==> config.mk <==
export PLATFORM = sky130hd
export DESIGN_NAME = integer_to_ascii_formatter_unit
export DESIGN_NICKNAME = d
export VERILOG_FILES = /design/src/icf_pkg.sv /design/src/icf_dabble.sv /design/src/icf_emit.sv /design/src/integer_to_ascii_formatter_unit.sv
export SDC_FILE = /design/constraint.sdc
export NUM_CORES = 1
export LEC_CHECK = 0
export BUFFER_PORTS_ARGS = -buffer_cell sky130_fd_sc_hd__buf_2
export CAP_MARGIN = 20
export CORE_UTILIZATION = 50
export DETAILED_ROUTE_END_ITERATION = 10
export GPL_TIMING_DRIVEN = 1
export MAX_ROUTING_LAYER = met4
export PLACE_DENSITY = 0.67
export SLEW_MARGIN = 20
export SYNTH_ARGS = -nofsm -noshare
export SYNTH_HDL_FRONTEND = slang
export SYNTH_HIERARCHICAL = 1
export SYNTH_SLANG_ARGS = --single-unit
==> constraint.sdc <==
create_clock -name i_clk -period 6.2 [get_ports i_clk]
set_input_delay 1.24 -clock i_clk [delete_from_list [all_inputs] [get_ports i_clk]]
set_output_delay 1.24 -clock i_clk [all_outputs]
set_load 0.01 [all_outputs]
==> src/icf_pkg.sv <==
// ----------------------------------------------------------------------------
// icf_pkg
// shared types, format codes and the digit glyph function for the formatter
// ----------------------------------------------------------------------------
package icf_pkg;

    // default operand width
    localparam int ICF_VALUE_BITS = 32;

    // format selector codes
    localparam logic [1:0] OP_UDEC = 2'd0;
    localparam logic [1:0] OP_SDEC = 2'd1;
    localparam logic [1:0] OP_OCT  = 2'd2;
    localparam logic [1:0] OP_HEX  = 2'd3;

    // ascii codes
    localparam logic [7:0] CH_ZERO  = 8'h30;
    localparam logic [7:0] CH_ALPHA = 8'h37;   // 'A' - 10
    localparam logic [7:0] CH_X     = 8'h78;
    localparam logic [7:0] CH_MINUS = 8'h2D;

    // text put in front of the digits
    typedef enum logic [1:0] {
        PFX_NONE,
        PFX_MINUS,
        PFX_HEX
    } t_prefix;

    // load command from the control to the emitter
    typedef struct packed {
        logic    load;
        t_prefix prefix;
    } t_emit_cmd;

    // control sequencer states
    typedef enum logic [1:0] {
        T_IDLE,
        T_CONV,
        T_EMIT
    } t_top_state;

    // emitter states
    typedef enum logic [2:0] {
        E_IDLE,
        E_SKIP,
        E_PRE,
        E_PRE2,
        E_DIG
    } t_emit_state;

    // digit value to upper-case ascii glyph
    function automatic logic [7:0] glyph(input logic [3:0] d);
        glyph = (d < 4'd10) ? (CH_ZERO + {4'b0000, d}) : (CH_ALPHA + {4'b0000, d});
    endfunction

endpackage

==> src/icf_dabble.sv <==
// ----------------------------------------------------------------------------
// icf_dabble
// bit-serial binary to bcd converter, shift-and-add-3, one bit per cycle
// ----------------------------------------------------------------------------
module icf_dabble #(
    parameter int VALUE_BITS = 32,
    parameter int DEC_DIGITS = 10
) (
    input  logic                      i_clk,
    input  logic                      i_rst_n,
    input  logic                      i_start,
    input  logic [VALUE_BITS-1:0]     i_value,
    output logic                      o_done,
    output logic [4*DEC_DIGITS-1:0]   o_bcd
);
    import icf_pkg::*;

    localparam int CW = $clog2(VALUE_BITS + 1);

    logic [VALUE_BITS-1:0]   r_shift;
    logic [4*DEC_DIGITS-1:0] r_bcd;
    logic [4*DEC_DIGITS-1:0] n_adj;
    logic [CW-1:0]           r_cnt;
    logic                    r_busy;
    logic                    r_done;

    // add 3 to every digit of 5 or more before the shift
    always_comb begin
        for (int i = 0; i < DEC_DIGITS; i++) begin
            if (r_bcd[4*i +: 4] >= 4'd5) begin
                n_adj[4*i +: 4] = r_bcd[4*i +: 4] + 4'd3;
            end else begin
                n_adj[4*i +: 4] = r_bcd[4*i +: 4];
            end
        end
    end

    // control: bit counter and done pulse
    always_ff @(posedge i_clk) begin
        if (!i_rst_n) begin
            r_busy <= 1'b0;
            r_done <= 1'b0;
            r_cnt  <= '0;
        end else begin
            r_done <= 1'b0;
            if (i_start) begin
                r_busy <= 1'b1;
                r_cnt  <= CW'(VALUE_BITS);
            end else if (r_busy) begin
                r_cnt <= r_cnt - 1'b1;
                if (r_cnt == CW'(1)) begin
                    r_busy <= 1'b0;
                    r_done <= 1'b1;
                end
            end
        end
    end

    // datapath: shift one bit of the binary into the bcd register
    always_ff @(posedge i_clk) begin
        if (i_start) begin
            r_shift <= i_value;
            r_bcd   <= '0;
        end else if (r_busy) begin
            r_shift <= {r_shift[VALUE_BITS-2:0], 1'b0};
            r_bcd   <= {n_adj[4*DEC_DIGITS-2:0], r_shift[VALUE_BITS-1]};
        end
    end

    assign o_done = r_done;
    assign o_bcd  = r_bcd;

endmodule

==> src/icf_emit.sv <==
// ----------------------------------------------------------------------------
// icf_emit
// character emitter: drops leading zeros, sends prefix and digits, one per beat
// ----------------------------------------------------------------------------
module icf_emit #(
    parameter int NDIG = 11
) (
    input  logic                     i_clk,
    input  logic                     i_rst_n,
    input  icf_pkg::t_emit_cmd       i_cmd,
    input  logic [4*NDIG-1:0]        i_digits,
    output logic                     o_idle,
    output logic                     o_m_tvalid,
    input  logic                     i_m_tready,
    output logic [7:0]               o_m_tdata,
    output logic                     o_m_tlast
);
    import icf_pkg::*;

    localparam int CW = $clog2(NDIG + 1);

    t_emit_state         r_state, n_state;
    t_prefix             r_prefix;
    logic [4*NDIG-1:0]   r_dig;
    logic [CW-1:0]       r_cnt;
    logic                r_ovalid;
    logic [7:0]          r_ochar;
    logic                r_olast;

    logic                out_free;
    logic [3:0]          top_dig;
    logic                shift_en;
    logic                put_en;
    logic [7:0]          put_char;
    logic                put_last;

    assign out_free = !r_ovalid || i_m_tready;
    assign top_dig  = r_dig[4*NDIG-1 -: 4];

    // next state and beat generation
    always_comb begin
        n_state  = r_state;
        shift_en = 1'b0;
        put_en   = 1'b0;
        put_char = CH_ZERO;
        put_last = 1'b0;
        unique case (r_state)
            E_IDLE: begin
                if (i_cmd.load) begin
                    n_state = E_SKIP;
                end
            end
            E_SKIP: begin
                if (r_cnt > CW'(1) && top_dig == 4'd0) begin
                    shift_en = 1'b1;
                end else if (r_prefix == PFX_NONE) begin
                    n_state = E_DIG;
                end else begin
                    n_state = E_PRE;
                end
            end
            E_PRE: begin
                if (out_free) begin
                    put_en   = 1'b1;
                    put_char = (r_prefix == PFX_MINUS) ? CH_MINUS : CH_ZERO;
                    n_state  = (r_prefix == PFX_HEX) ? E_PRE2 : E_DIG;
                end
            end
            E_PRE2: begin
                if (out_free) begin
                    put_en   = 1'b1;
                    put_char = CH_X;
                    n_state  = E_DIG;
                end
            end
            E_DIG: begin
                if (out_free) begin
                    put_en   = 1'b1;
                    put_char = glyph(top_dig);
                    put_last = (r_cnt == CW'(1));
                    shift_en = 1'b1;
                    if (r_cnt == CW'(1)) begin
                        n_state = E_IDLE;
                    end
                end
            end
            default: n_state = E_IDLE;
        endcase
    end

    // state and output valid
    always_ff @(posedge i_clk) begin
        if (!i_rst_n) begin
            r_state  <= E_IDLE;
            r_ovalid <= 1'b0;
        end else begin
            r_state <= n_state;
            if (put_en) begin
                r_ovalid <= 1'b1;
            end else if (i_m_tready) begin
                r_ovalid <= 1'b0;
            end
        end
    end

    // digit shift register, digit count and output beat
    always_ff @(posedge i_clk) begin
        if (r_state == E_IDLE && i_cmd.load) begin
            r_dig    <= i_digits;
            r_cnt    <= CW'(NDIG);
            r_prefix <= i_cmd.prefix;
        end else if (shift_en) begin
            r_dig <= {r_dig[4*NDIG-5:0], 4'd0};
            r_cnt <= r_cnt - 1'b1;
        end
        if (put_en) begin
            r_ochar <= put_char;
            r_olast <= put_last;
        end
    end

    assign o_idle     = (r_state == E_IDLE);
    assign o_m_tvalid = r_ovalid;
    assign o_m_tdata  = r_ochar;
    assign o_m_tlast  = r_olast;

endmodule

==> src/integer_to_ascii_formatter_unit.sv <==
// ----------------------------------------------------------------------------
// integer_to_ascii_formatter_unit
// integer to ascii text in unsigned/signed decimal, octal or 0x hexadecimal
// ----------------------------------------------------------------------------
// usage
//   slave channel: one beat per value; tdata carries the operand, tuser the
//   format (0 unsigned decimal, 1 signed decimal, 2 octal, 3 hex with 0x).
//   master channel: one beat per character, most significant first, tlast on
//   the final character; leading zeros are dropped, zero prints as one 0.
// operation
//   decimal values first pass a bit-serial bcd converter.
//   the emitter then walks its digit slots one per cycle (11 at 32 bits, 22 at
//   64), dropping leading zero slots and sending any prefix and then the rest
//   as characters; a stalled receiver holds it before each character.
//   octal and hex skip the converter. one value is in flight at a time:
//   o_s_tready rises once the emitter state has returned to idle after the
//   last character and the sequencer state has followed it back to idle.
// reset and stall
//   reset drops all control state and any pending text. a stalled receiver
//   holds the current beat in the output register and halts the emitter.
// ----------------------------------------------------------------------------
module integer_to_ascii_formatter_unit #(
    parameter int VALUE_BITS = icf_pkg::ICF_VALUE_BITS
) (
    input  logic                               i_clk,
    input  logic                               i_rst_n,
    // slave side
    input  logic                               i_s_tvalid,
    output logic                               o_s_tready,
    input  logic [((VALUE_BITS+7)/8)*8-1:0]    i_s_tdata,   // value
    input  logic [1:0]                         i_s_tuser,   // op
    // master side
    output logic                               o_m_tvalid,
    input  logic                               i_m_tready,
    output logic [7:0]                         o_m_tdata,   // char_code
    output logic                               o_m_tlast    // last
);
    import icf_pkg::*;

    localparam int DEC_DIGITS = (VALUE_BITS * 30103) / 100000 + 1;
    localparam int OCT_DIGITS = (VALUE_BITS + 2) / 3;
    localparam int HEX_DIGITS = (VALUE_BITS + 3) / 4;
    localparam int NDIG_A     = (DEC_DIGITS > HEX_DIGITS) ? DEC_DIGITS : HEX_DIGITS;
    localparam int NDIG       = (NDIG_A > OCT_DIGITS) ? NDIG_A : OCT_DIGITS;

    t_top_state               r_state, n_state;
    t_prefix                  r_prefix;

    logic                     accept;
    logic [VALUE_BITS-1:0]    value;
    logic                     neg;
    logic [VALUE_BITS-1:0]    mag;
    logic                     conv_done;
    logic [4*DEC_DIGITS-1:0]  bcd;
    logic                     emit_idle;
    t_emit_cmd                cmd;
    logic [4*NDIG-1:0]        digits;
    logic [4*NDIG-1:0]        oct_dig;
    logic [4*NDIG-1:0]        hex_dig;
    logic [4*NDIG-1:0]        dec_dig;
    logic [3*OCT_DIGITS-1:0]  oct_pad;
    logic [4*HEX_DIGITS-1:0]  hex_pad;

    assign accept = i_s_tvalid && o_s_tready;
    assign value  = i_s_tdata[VALUE_BITS-1:0];
    assign neg    = (i_s_tuser == OP_SDEC) && value[VALUE_BITS-1];
    assign mag    = neg ? (~value + {{(VALUE_BITS-1){1'b0}}, 1'b1}) : value;

    // digit vectors for each radix, most significant slot on top
    assign oct_pad = {{(3*OCT_DIGITS-VALUE_BITS){1'b0}}, value};
    assign hex_pad = {{(4*HEX_DIGITS-VALUE_BITS){1'b0}}, value};
    assign dec_dig = {{(4*(NDIG-DEC_DIGITS)){1'b0}}, bcd};
    always_comb begin
        oct_dig = '0;
        hex_dig = '0;
        for (int i = 0; i < OCT_DIGITS; i++) begin
            oct_dig[4*i +: 4] = {1'b0, oct_pad[3*i +: 3]};
        end
        for (int i = 0; i < HEX_DIGITS; i++) begin
            hex_dig[4*i +: 4] = hex_pad[4*i +: 4];
        end
    end

    // sequencer: accept, convert, emit
    always_comb begin
        n_state    = r_state;
        cmd.load   = 1'b0;
        cmd.prefix = PFX_NONE;
        digits     = dec_dig;
        unique case (r_state)
            T_IDLE: begin
                if (accept) begin
                    if (i_s_tuser == OP_OCT) begin
                        cmd.load = 1'b1;
                        digits   = oct_dig;
                        n_state  = T_EMIT;
                    end else if (i_s_tuser == OP_HEX) begin
                        cmd.load   = 1'b1;
                        cmd.prefix = PFX_HEX;
                        digits     = hex_dig;
                        n_state    = T_EMIT;
                    end else begin
                        n_state = T_CONV;
                    end
                end
            end
            T_CONV: begin
                if (conv_done) begin
                    cmd.load   = 1'b1;
                    cmd.prefix = r_prefix;
                    n_state    = T_EMIT;
                end
            end
            T_EMIT: begin
                if (emit_idle) begin
                    n_state = T_IDLE;
                end
            end
            default: n_state = T_IDLE;
        endcase
    end

    // state register
    always_ff @(posedge i_clk) begin
        if (!i_rst_n) begin
            r_state <= T_IDLE;
        end else begin
            r_state <= n_state;
        end
    end

    // sign prefix for the decimal path
    always_ff @(posedge i_clk) begin
        if (accept) begin
            r_prefix <= neg ? PFX_MINUS : PFX_NONE;
        end
    end

    assign o_s_tready = (r_state == T_IDLE);

    // bit-serial decimal converter
    icf_dabble #(
        .VALUE_BITS (VALUE_BITS),
        .DEC_DIGITS (DEC_DIGITS)
    ) u_dabble (
        .i_clk   (i_clk),
        .i_rst_n (i_rst_n),
        .i_start (accept && (i_s_tuser == OP_UDEC || i_s_tuser == OP_SDEC)),
        .i_value (mag),
        .o_done  (conv_done),
        .o_bcd   (bcd)
    );

    // character emitter with output register
    icf_emit #(
        .NDIG (NDIG)
    ) u_emit (
        .i_clk      (i_clk),
        .i_rst_n    (i_rst_n),
        .i_cmd      (cmd),
        .i_digits   (digits),
        .o_idle     (emit_idle),
        .o_m_tvalid (o_m_tvalid),
        .i_m_tready (i_m_tready),
        .o_m_tdata  (o_m_tdata),
        .o_m_tlast  (o_m_tlast)
    );

endmodule
* After elaboration in Yosys (flattened, before gate mapping)
Index checks and enable logic that the tools add are counted.
** Storage, ports and cells
- Input bits :: 38
- Logic and storage cells :: 148
- Bits in registers :: 147
- Output and inout port bits :: 11
** Operators by class
- Muxes and demuxes :: 59
- $lt $le $gt $ge :: 12
- Bitwise gates (word level) :: 3
- Reduce and logical (&&, ||, !) cells :: 22
- $add $sub $neg :: 15
- Equality and inequality tests :: 22
** Operators by type and width (count)
- $mux 42 :: 3
- $mux 32 :: 3
- $mux 44 :: 2
- $ge 4x3->1 const B :: 10
- $mux 40 :: 1
- $add 4x2->4 const B :: 9
- $mux 3 :: 12
- $mux 4 :: 9
- $add 32x1->32 const B :: 1
- $not 32->32 :: 1
- $mux 8 :: 3
- $pmux 8 s3 :: 1
- $pmux 3 s5 :: 1
- $add 6x4->7 const A :: 2
- $ne 2x1->1 const B :: 7
- $mux 2 :: 6
- $mux 6 :: 2
- $mux 1 :: 11
- $eq 2x2->1 const B :: 4
- $mux 7 :: 1
- $eq 2x1->1 const B :: 3
- $eq 3x2->1 const B :: 2
- $eq 6x1->1 const B :: 1
- $logic_not 2->1 :: 3
- other kinds (25) :: 35

* Logic depth before layout (Yosys ltp)
Gate-level depths: netlist of run 1.
- Depth in word-level cells :: 7
- Gate-level depth with buffers :: 10

* Cells and area by module
Netlist of run 1, hierarchy kept.
** By module, submodules not included
- icf_dabble :: times used 1, area each 4105.2 µm², seq. area each 1921.8 µm², cells each 402
- icf_emit :: times used 1, area each 2864.0 µm², seq. area each 1781.7 µm², cells each 278
- integer_to_ascii_formatter_unit :: times used 1, area each 1532.7 µm², seq. area each 70.1 µm², cells each 246

* Worst setup path before layout of run 1
No wires, ideal clock.
- Kind :: input port to flip-flop
- Start point :: in i_s_tvalid
- End point :: reg u_emit.r_dig[0], enable pin
- Arrival time :: 3.662 ns
- Stages on the path :: 7
- Data required time :: 5.530 ns
- Slack :: 1.867 ns
- Library setup time :: 0.670 ns
- Buffers on the path :: 2
- Cell sequence :: and2_1 -> nand2_1 -> clkbuf_1 -> o21ai_0 -> nand2_1 -> clkbuf_1 -> nand3_1
** RTL lines
- start, declared :: line integer_to_ascii_formatter_unit.sv:28 : input logic i_s_tvalid,
- end signal, assigned :: line icf_emit.sv:109 : r_dig <= i_digits;
- end signal, assigned :: line icf_emit.sv:113 : r_dig <= {r_dig[4*NDIG-5:0], 4'd0};
- end, declared :: line icf_emit.sv:24 : logic [4*NDIG-1:0] r_dig;

* Final worst setup path of run 1
- Start point :: in i_s_tuser[0]
- End point :: reg u_dabble.r_shift[28] (data pin)
** On the way
- Cells in the longest elaborated chain, start to end :: 4
- Elaborated cells on any way between the ends :: 7
- Those cells by class :: eq/ne (1); mux (2); reduce/logical (4)
** Ends and longest elaborated chain
- start, declared :: line integer_to_ascii_formatter_unit.sv:31 : input logic [1:0] i_s_tuser,
- $eq 2x1->1 :: line integer_to_ascii_formatter_unit.sv:66 : assign neg = (i_s_tuser == OP_SDEC) && value[VALUE_BITS-1];
- $logic_and 1x1->1 :: line integer_to_ascii_formatter_unit.sv:66
- $mux 32 :: line integer_to_ascii_formatter_unit.sv:67 : assign mag = neg ? (~value + {{(VALUE_BITS-1){1'b0}}, 1'b1}) : value;
- named net mag[28] :: line integer_to_ascii_formatter_unit.sv:52 : logic [VALUE_BITS-1:0] mag;
- $mux 32 :: line icf_dabble.sv:61 : if (i_start) begin
- end signal, assigned :: line icf_dabble.sv:62 : r_shift <= i_value;
- end signal, assigned :: line icf_dabble.sv:65 : r_shift <= {r_shift[VALUE_BITS-2:0], 1'b0};
- end, declared :: line icf_dabble.sv:20 : logic [VALUE_BITS-1:0] r_shift;
The timed path passes the listed nets, and every way through them passes these cells.
A chain may end at the register's enable or synchronous reset.

==> metrics.yaml, run 1 <==
status:
  outcome: "finished, final reports clean"
grt:
  overflow: 0
  antenna_found_initial: 0
  grt_max_degree: 82
  grt.total_usage: 0.231
  grt_pass1_vias: 6268
  grt_pass1_wl_mm: 31.2
synthesis:
  synthArstFlopShare: 0
  ys_warn_count: 6
  synth_top_family_by_area: "simple AND/OR/NAND/NOR gates"
  syn_area_sq_um: 8500
  ys.flop_type: "edfxtp_1"
  synth-simple-area-share: 0.196
  postSynthAreaPerCell_sq_um: 9.18
  seq_area_frac_synth: 0.444
  synthAdderAreaFrac: 0.0397
  syn_inst: 926
  synthMuxAreaShare: 0.0777
  synth_cell_type_count: 65
  ys_ff_latch: 145
  synth-compound-area-share: 0.158
  synth_xor_area_frac: 0.0371
  synth-edff-count: 87
clock_tree:
  root_buffer: "clkbuf_16"
  cts-htree-levels: 4
  clock_tree.buffer_depth: 2
  cts_tree: "built"
  postCtsSetupBuffers: 0
  path_clk_slew_ps: 70
  clkSinkCount: 145
  worstSkewPairLatency_ps: 430
  cts_inserted_buffers: 17
  ctsResizeCount: 0
  hold_buffers: 0
placement:
  numPlacedInstances: 1150
  gp_congestion: 0.848
  place_hpwl_mm: 12.3
  io_buffers: 47
worst_setup_path:
  crit_type: "primary input to flip-flop"
  critPathLaunchType: "primary input"
  end_kind: "flip-flop"
  worstPathMaxFanout: 32
  worstPathArrival_ps: 3470
  worstPathRequired_ps: 6390
pwr:
  leakagePower_nw: 3.60
  power_density_nw_per_um2: 363
  ir_drop_mv: 0.254
layout:
  fill_cells: 1477
  syn_to_final_growth_pct: 11.2
  ff_latch_area_sq_um: 3770
  layoutNonFillerInstCount: 1182
  multiInputGateArea_sq_um: 4340
  layout-drive-gt1-share: 0.153
  fin_nets: 1014
  insertedDiodeCount: 0
routing:
  wire_per_inst_microns: 15.8
  vias: 6620
  drc: 0
  drtAntennaViolNets: 0
  finalWirelength_mm: 18.7
  first_pass_iters: 5
  via_per_inst: 5.60
  drt-initial-drc-count: 443
timing:
  worst_pin_slew_ps: 856
  drv_slew: 0
  fin_crit_ps: 3290
  setup_violations: 0
  slew_headroom: 0.428
  rsz0062_at_grt: "no"
  period_share: 0.530
  hold_violations: 0
  fin_setup_tns_ps: 0
  clock.fmax_mhz: 304
  timing.clock.skew_ps: 11.7
floorplan:
  num_io_pins: 49
  dieArea_sq_um: 17500
  die_w_microns: 132
  row_count: 47
  initial_core_util: 0.513
  die_h_microns: 132
  coreArea_sq_um: 16600
hold_path:
  hp-class: "flip-flop to flip-flop"
run:
  maxCapViolations: 0
==> sequential cells by signal (all words and copies together) (netlist names), 3 cells and up <==
signal,count
u_dabble/r_shift,32
u_emit/r_cnt,4
u_emit/r_state,3
u_dabble/o_bcd,40
u_emit/o_m_tdata,7
u_emit/r_dig,44
u_dabble/r_cnt,6
==> power by group <==
part,total (mW),switching [mW],internal (mW)
Combinational,0.922,0.549,0.372
Clock,1.04,0.400,0.644
Sequential,1.47,0.193,1.28
==> layer usage <==
metal / track usage / part of all wire
met1: 0.293 / 0.46
met2: 0.368 / 0.48
met3: 0.0465 / 0.038
met4: 0.0754 / 0.017
met5: - / 0
==> critical path, stage by stage <==
cell and delay [ps]:
buf_2 610, nand2_1 130, or2_2 380, clkinv_1 440, o21ai_0 230, xnor2_1 170, mux2_2 260
==> cell usage after synthesis, types with 11 or more instances <==
library cell	number	area share
xnor2_1	31	0.032
edfxtp_1	87	0.31
mux2i_1	30	0.035
nor3_1	23	0.014
nand2_1	205	0.091
mux2_2	32	0.042
nor2_1	27	0.012
a21oi_1	44	0.026
o21ai_0	75	0.044
clkbuf_1	24	0.011
inv_1	45	0.020
buf_2	19	0.011
o21ai_1	17	0.010
o31ai_1	11	0.0097
dfxtp_1	58	0.14
ha_1	27	0.040
nand3_1	19	0.011
==> cells in the final DEF, fill, tap and decap left out, drive strengths merged, types with 9 or more instances in the layout <==
cell type / count
nand2: 206
buf: 52
ha: 27
xnor2: 31
dfxtp: 58
mux2: 32
o31ai: 11
o21ai: 93
inv: 50
nand4: 10
clkbuf: 22
edfxtp: 87
and2: 9
o22ai: 9
nand3: 20
nor3: 26
or3: 10
nor2: 27
mux2i: 30
a21oi: 44
==> final cells by class <==
cell class	count	share of cell area
multi-input combinational	685	0.459
sequential	145	0.399
tap	220	0.0291
clock buffer	22	0.0524
timing repair buffer	52	0.0302
clock inverter	10	0.0108
inverter	48	0.0191
==> final timing paths <==
kind,startpoint,endpoint,slack (ps),cells past startpoint
min reg2reg,r_state[1],r_state[0],500,1
min,r_state[1],r_state[0],500,1
max,i_s_tuser[0],u_dabble/r_shift[28],2910,7
max reg2reg,r_state[1],u_emit/r_dig[40],3470,9
==> stage by stage <==
step / cell area, sq um / hold slack (ps) / setup slack [ps] / util / power, mW
2_1_floorplan: 8510 / 440 / 1870 / - / 2.16
3_3_place_gp: 8860 / 473 / 2550 / 0.534 / 2.38
3_5_place_dp: 8860 / 488 / 2470 / 0.534 / 2.40
4_1_cts: 9460 / 497 / 2930 / 0.570 / 3.46
5_1_grt: 9460 / 512 / 2740 / 0.570 / 3.65
6_report: 9460 / 502 / 2910 / 0.570 / 3.44
==> kinds of logic (layout without fill, tap and decap cells) <==
family / count (synthesis) / count (layout)
XOR/XNOR: 36 / 36
flip-flops: 145 / 145
buffers and inverters: 97 / 132
AND/OR/NAND/NOR: 348 / 348
multiplexers: 62 / 62
AO/OA/AOI/OAI: 209 / 209
adder cells (fa/ha/maj): 27 / 27
other: 2 / 3
Note: power is estimated with default switching activity, not from simulation.
==> run 2: changes to the inputs <==
- ABC_AREA: default -> 1
- PLACE_DENSITY: 0.67 -> 0.7
- clock period: 6.2 -> 2.77 ns (I/O delays scaled with it)
==> metrics.yaml, run 2 <==
status:
  outcome: "finished, final reports clean"
pwr:
  p_int_mw: 4.90
  p_sw_frac: 0.328
  p_comb_frac: 0.243
  ir_drop_mv: 0.496
  seq_power_share: 0.426
  p_sw_mw: 2.39
  power_density_nw_per_um2: 732
  leakagePower_nw: 4.65
  pwr-share-clk: 0.331
synthesis:
  seq_area_frac_synth: 0.419
  yosysTopAreaCell: "edfxtp_1"
  synth-edff-count: 87
  yosysTopAreaCellShare: 0.290
  synth_most_common_cell: "nand2_1"
  synth_cell_type_count: 38
  synthArstFlopShare: 0
  ys.flop_type: "edfxtp_1"
  ys_warn_count: 6
  synthTopCellsByCount: "nand2_1, inv_1, nor2_1, edfxtp_1, dfxtp_1"
  syn_area_sq_um: 9000
  postSynthAreaPerCell_sq_um: 7.32
  yosys-top-cells-area: "edfxtp_1, nand2_1, dfxtp_1, inv_1, nor2_1"
  syn_inst: 1229
  ys_ff_latch: 145
worst_setup_path:
  crit_chain: "nor2_4 -> nand2_4 -> nor2_8 -> inv_4 -> buf_4 -> nor2_8 -> inv_2 -> o21ai_1 -> inv_1 -> nor2_1"
  worst_path_largest_cell_delay_ps: 340
  reg2reg_to: "u_emit/r_dig[3]"
  worstPathMaxFanout: 23
  worstPathArrival_ps: 2400
  r2r-start: "r_state[1]"
  slowest_stage: "dfxtp_1"
  crit_type: "flip-flop to flip-flop"
  ff2ff_path_depth: 10
  critPathLaunchType: "flip-flop"
  worstPathRequired_ps: 3050
  end_kind: "flip-flop"
  r2r_slack_ps: 650
  cpMostUsedCell: "nor2_8"
routing:
  first_pass_iters: 5
  finalWirelength_mm: 22.6
  drtAntennaViolNets: 0
  drc: 0
  wire_per_inst_microns: 15.0
  drt-initial-drc-count: 817
  via_per_inst: 5.25
  vias: 7913
placement:
  place_hpwl_mm: 16.1
  io_buffers: 47
  placed_area_sq_um: 9330
  gp_congestion: 0.910
run:
  maxCapViolations: 0
timing:
  clock.fmax_mhz: 471
  rsz0062_at_grt: "no"
  drv_slew: 0
  fin_crit_ps: 2120
  period_share: 0.766
  worst_pin_slew_ps: 783
  slew_headroom: 0.478
  setup_violations: 0
  fin_setup_tns_ps: 0
  timing.clock.skew_ps: 9.74
  hold_violations: 0
clock_tree:
  path_clk_slew_ps: 60
  worstSkewPairLatency_ps: 430
  clock_tree.buffer_depth: 2
  hold_buffers: 0
  root_buffer: "clkbuf_16"
  cts-htree-levels: 4
  clkSinkCount: 145
  ctsResizeCount: 0
  cts_tree: "built"
  postCtsSetupBuffers: 0
  cts_inserted_buffers: 17
layout:
  syn_to_final_growth_pct: 10.6
  mostFrequentLayoutCell: "nand2_1"
  layout-drive-gt1-share: 0.121
  largest_reg_flops: 44
  ff_latch_area_sq_um: 3770
  multiInputGateArea_sq_um: 4410
  top_register: "u_emit/r_dig"
  fin_nets: 1334
  fill_cells: 1660
  final_cell_mix: "nand2_1, inv_1, nor2_1"
  stdcell_area_sq_um: 9950
  utilization: 0.571
grt:
  grt_pass1_vias: 7288
  grt_pass1_wl_mm: 36.7
  grt_max_degree: 46
  overflow: 0
  antenna_found_initial: 0
  grt.total_usage: 0.265
hold_path:
  hold_path_depth: 3
  hold_start: "i_s_tdata[0]"
  hp-class: "primary input to flip-flop"
  holdPathEnd: "u_dabble/r_shift[0]"
floorplan:
  row_count: 48
  die_w_microns: 136
  initial_core_util: 0.517
  die_h_microns: 136
  dieArea_sq_um: 18500
  num_io_pins: 49
  coreArea_sq_um: 17400
run 2: cell types whose count changed in the layout (fill, tap and decap cells not counted), sizes merged, moves of 32 or more:
cell   change
inv       +90
nand3     +57
mux2      -32
nor2      +81
a21oi     -35
nand2    +351
run 2: worst max-delay path by stage:
stage / startpoint / end / slack (ps)
4_1_cts: r_state[1] / u_emit/r_dig[3] / 680
6_report: r_state[1] / u_emit/r_dig[3] / 650
2_1_floorplan: i_s_tuser[1] / u_emit/r_dig[0] / 400
3_5_place_dp: i_s_tuser[1] / u_dabble/r_shift[9] / 470
5_1_grt: r_state[1] / u_emit/r_dig[3] / 540
3_3_place_gp: i_s_tuser[1] / u_dabble/r_shift[9] / 510
run 2: cell type report:
cell class / instances / area share
Clock buffer: 19 / 0.0478
Inverter: 136 / 0.0533
Sequential cell: 145 / 0.379
Clock inverter: 13 / 0.0148
Multi-Input combinational cell: 913 / 0.443
Tap cell: 225 / 0.0283
Timing Repair Buffer: 56 / 0.0329
Antenna cell: 1 / 0.000251
run 2: logic make-up (layout without fill, tap and decap cells):
| logic type | after synthesis | after routing | share of synthesized area |
|---|---|---|---|
| flip-flops | 145 | 145 | 0.419 |
| buffers and inverters | 172 | 224 | 0.0912 |
| XOR/XNOR | 14 | 14 | 0.0136 |
| AND/OR/NAND/NOR | 764 | 764 | 0.360 |
| AO/OA/AOI/OAI | 105 | 105 | 0.0771 |
| other | 2 | 4 | 0.000835 |
| adder cells (fa/ha/maj) | 27 | 27 | 0.0376 |
run 2: per-layer routing:
layer / global-route usage / routed length, microns / up-vias
met1: 0.362 / 10600 / 3613
met2: 0.385 / 9700 / 276
met3: 0.0563 / 1740 / 38
met5: - / 0 / -
met4: 0.0926 / 558 / 0
li1: - / - / 3986
run 2: power groups by stage:
stage               sequential (mW)  combinational (mW)  clock [mW]
floorplan                      3.10                1.31           0
finish                         3.10                1.77        2.41
global route                   3.14                1.99        2.54
detailed placement             3.14                1.75           0
global placement               3.14                1.70           0
CTS                            3.10                1.76        2.45
run 2: worst max-delay path, delay by kind of cell, from the launching register on:
family	cells	cell delay [ps]
AND/OR/NAND/NOR	5	860
buffers and inverters	4	580
flip-flops	1	340
AO/OA/AOI/OAI	1	180
run 2: per-stage QoR:
| stage | instances | hold slack (ps) | power [mW] | worst slack [ps] |
|---|---|---|---|---|
| 2_1_floorplan | 1230 | 428 | 4.41 | 400 |
| 3_3_place_gp | 1475 | 468 | 4.84 | 510 |
| 3_5_place_dp | 1475 | 479 | 4.89 | 473 |
| 4_1_cts | 1507 | 385 | 7.31 | 677 |
| 5_1_grt | 1507 | 427 | 7.68 | 545 |
| 6_report | 1508 | 400 | 7.29 | 648 |
==> run 3: changes to the inputs <==
- PLACE_DENSITY: 0.7 -> 0.67
- clock period: 2.77 -> 2.2 ns (I/O delays scaled with it)
==> metrics.yaml, run 3 (synthesis gave the netlist of run 2 again) <==
floorplan:
  die_w_microns: 136
  die_h_microns: 136
  dieArea_sq_um: 18500
  num_io_pins: 49
  initial_core_util: 0.517
  row_count: 48
  coreArea_sq_um: 17400
clock_tree:
  clock_tree.buffer_depth: 2
  clkSinkCount: 145
  path_clk_slew_ps: 60
  root_buffer: "clkbuf_16"
  cts_inserted_buffers: 17
  worstSkewPairLatency_ps: 430
  cts_tree: "built"
  postCtsSetupBuffers: 0
  hold_buffers: 0
  cts-htree-levels: 4
  ctsResizeCount: 0
routing:
  vias: 7799
  dr_wl_met3_mm: 1.25
  drc: 0
  wl_met2_mm: 9.86
  top_layer_used: "met4"
  wire_per_inst_microns: 14.8
  wl_met1_mm: 10.9
  drt-initial-drc-count: 625
  finalWirelength_mm: 22.5
  via_per_inst: 5.14
  first_pass_iters: 7
  drtAntennaViolNets: 0
worst_setup_path:
  crit_type: "flip-flop to flip-flop"
  path_delay_family: "simple AND/OR/NAND/NOR gates"
  critPathLaunchType: "flip-flop"
  worstPathRequired_ps: 2340
  worstPathArrival_ps: 2050
  worst_path_largest_cell_delay_ps: 330
  end_kind: "flip-flop"
  crit_chain: "nor2_4 -> nand2_4 -> nor2_8 -> inv_4 -> o21ai_0 -> nand2_2 -> nand3_4 -> buf_12"
  timing.critical_path.buf_inv: 2
  worstPathMaxFanout: 22
  slowest_stage: "dfxtp_1"
layout:
  final_cell_mix: "nand2_1, inv_1, nor2_1"
  insertedDiodeCount: 0
  layoutNonFillerInstCount: 1517
  syn_to_final_growth_pct: 11.6
  mostFrequentLayoutCell: "nand2_1"
  top_register: "u_emit/r_dig"
  layout-drive-gt1-share: 0.128
  largest_reg_flops: 44
  fin_nets: 1344
grt:
  antenna_found_initial: 0
  grt_pass1_vias: 7206
  grt_pass1_wl_mm: 36.4
  grt_max_degree: 46
  overflow: 0
  grt.total_usage: 0.265
pwr:
  leakagePower_nw: 4.71
  power_density_nw_per_um2: 896
  p_total_mw: 9.00
  ir_drop_mv: 0.526
timing:
  slew_headroom: 0.497
  setup_violations: 0
  fin_setup_tns_ps: 0
  hold_violations: 0
  layout_setup_ws_ps: 285
  drv_slew: 0
  rsz0062_at_grt: "no"
  period_share: 0.870
  fin_crit_ps: 1910
  timing.clock.skew_ps: 6.41
  worst_pin_slew_ps: 754
  clock.fmax_mhz: 522
placement:
  place_ws_ps: 157
  place_hpwl_mm: 16.4
  numPlacedInstances: 1485
  io_buffers: 47
  gp_congestion: 0.901
status:
  outcome: "finished, final reports clean"
run:
  maxCapViolations: 0
hold_path:
  hp-class: "primary input to flip-flop"
-- run 3: cell types whose count changed in the layout (fill, tap and decap cells not counted) --
cell       delta
clkbuf_16     -1
clkinv_4      -1
inv_6         +1
clkinv_2      +2
bufinv_16     -1
diode_2       -1
buf_12        +4
nor2_4        +1
buf_4         +6
nor2_2        -1
nand3_4       +1
nand3_2       -1
-- run 3: layout make-up --
type	count	area (sq um)
Tap cell	225	282
Sequential cell	145	3770
Inverter	136	531
Fill cell	1657	7370
Timing Repair Buffer	66	453
Clock inverter	14	128
Multi-Input combinational cell	913	4430
Clock buffer	18	450
-- run 3: layer usage --
metal  track usage  vias to the layer above
met3        0.0399                       24
li1              -                     3992
met2         0.400                      220
met5             -                        -
met4        0.0889                        0
met1         0.362                     3563
-- run 3: final timing paths --
kind	from	end	slack [ps]	depth (start not counted)
worst max-delay path	r_state[1]	u_emit/r_dig[21]	290	8
worst min-delay path	i_s_tdata[0]	u_dabble/r_shift[0]	310	3
worst max register to register	r_state[1]	u_emit/r_dig[21]	290	8
worst min register to register	u_dabble/o_bcd[3]	u_dabble/o_bcd[3]	480	2
-- run 3: through the flow --
step,util,hold slack (ps),area [sq um]
after floorplan,-,428,9010
after global placement,0.543,472,9460
after detailed placement,0.543,474,9460
after CTS,0.577,287,10000
after global routing,0.577,320,10000
final,0.577,310,10000
-- run 3: tightest hold or removal path, stage by stage --
cell and delay (ps):
buf_2 90, nand2_1 50, inv_1 50
-- run 3: report_power, final --
| part | leakage [nW] | internal (mW) | switching [mW] |
|---|---|---|---|
| sequential | 1.29 | 3.65 | 0.227 |
| combinational | 3.14 | 0.758 | 1.54 |
| clock | 0.278 | 1.63 | 1.19 |
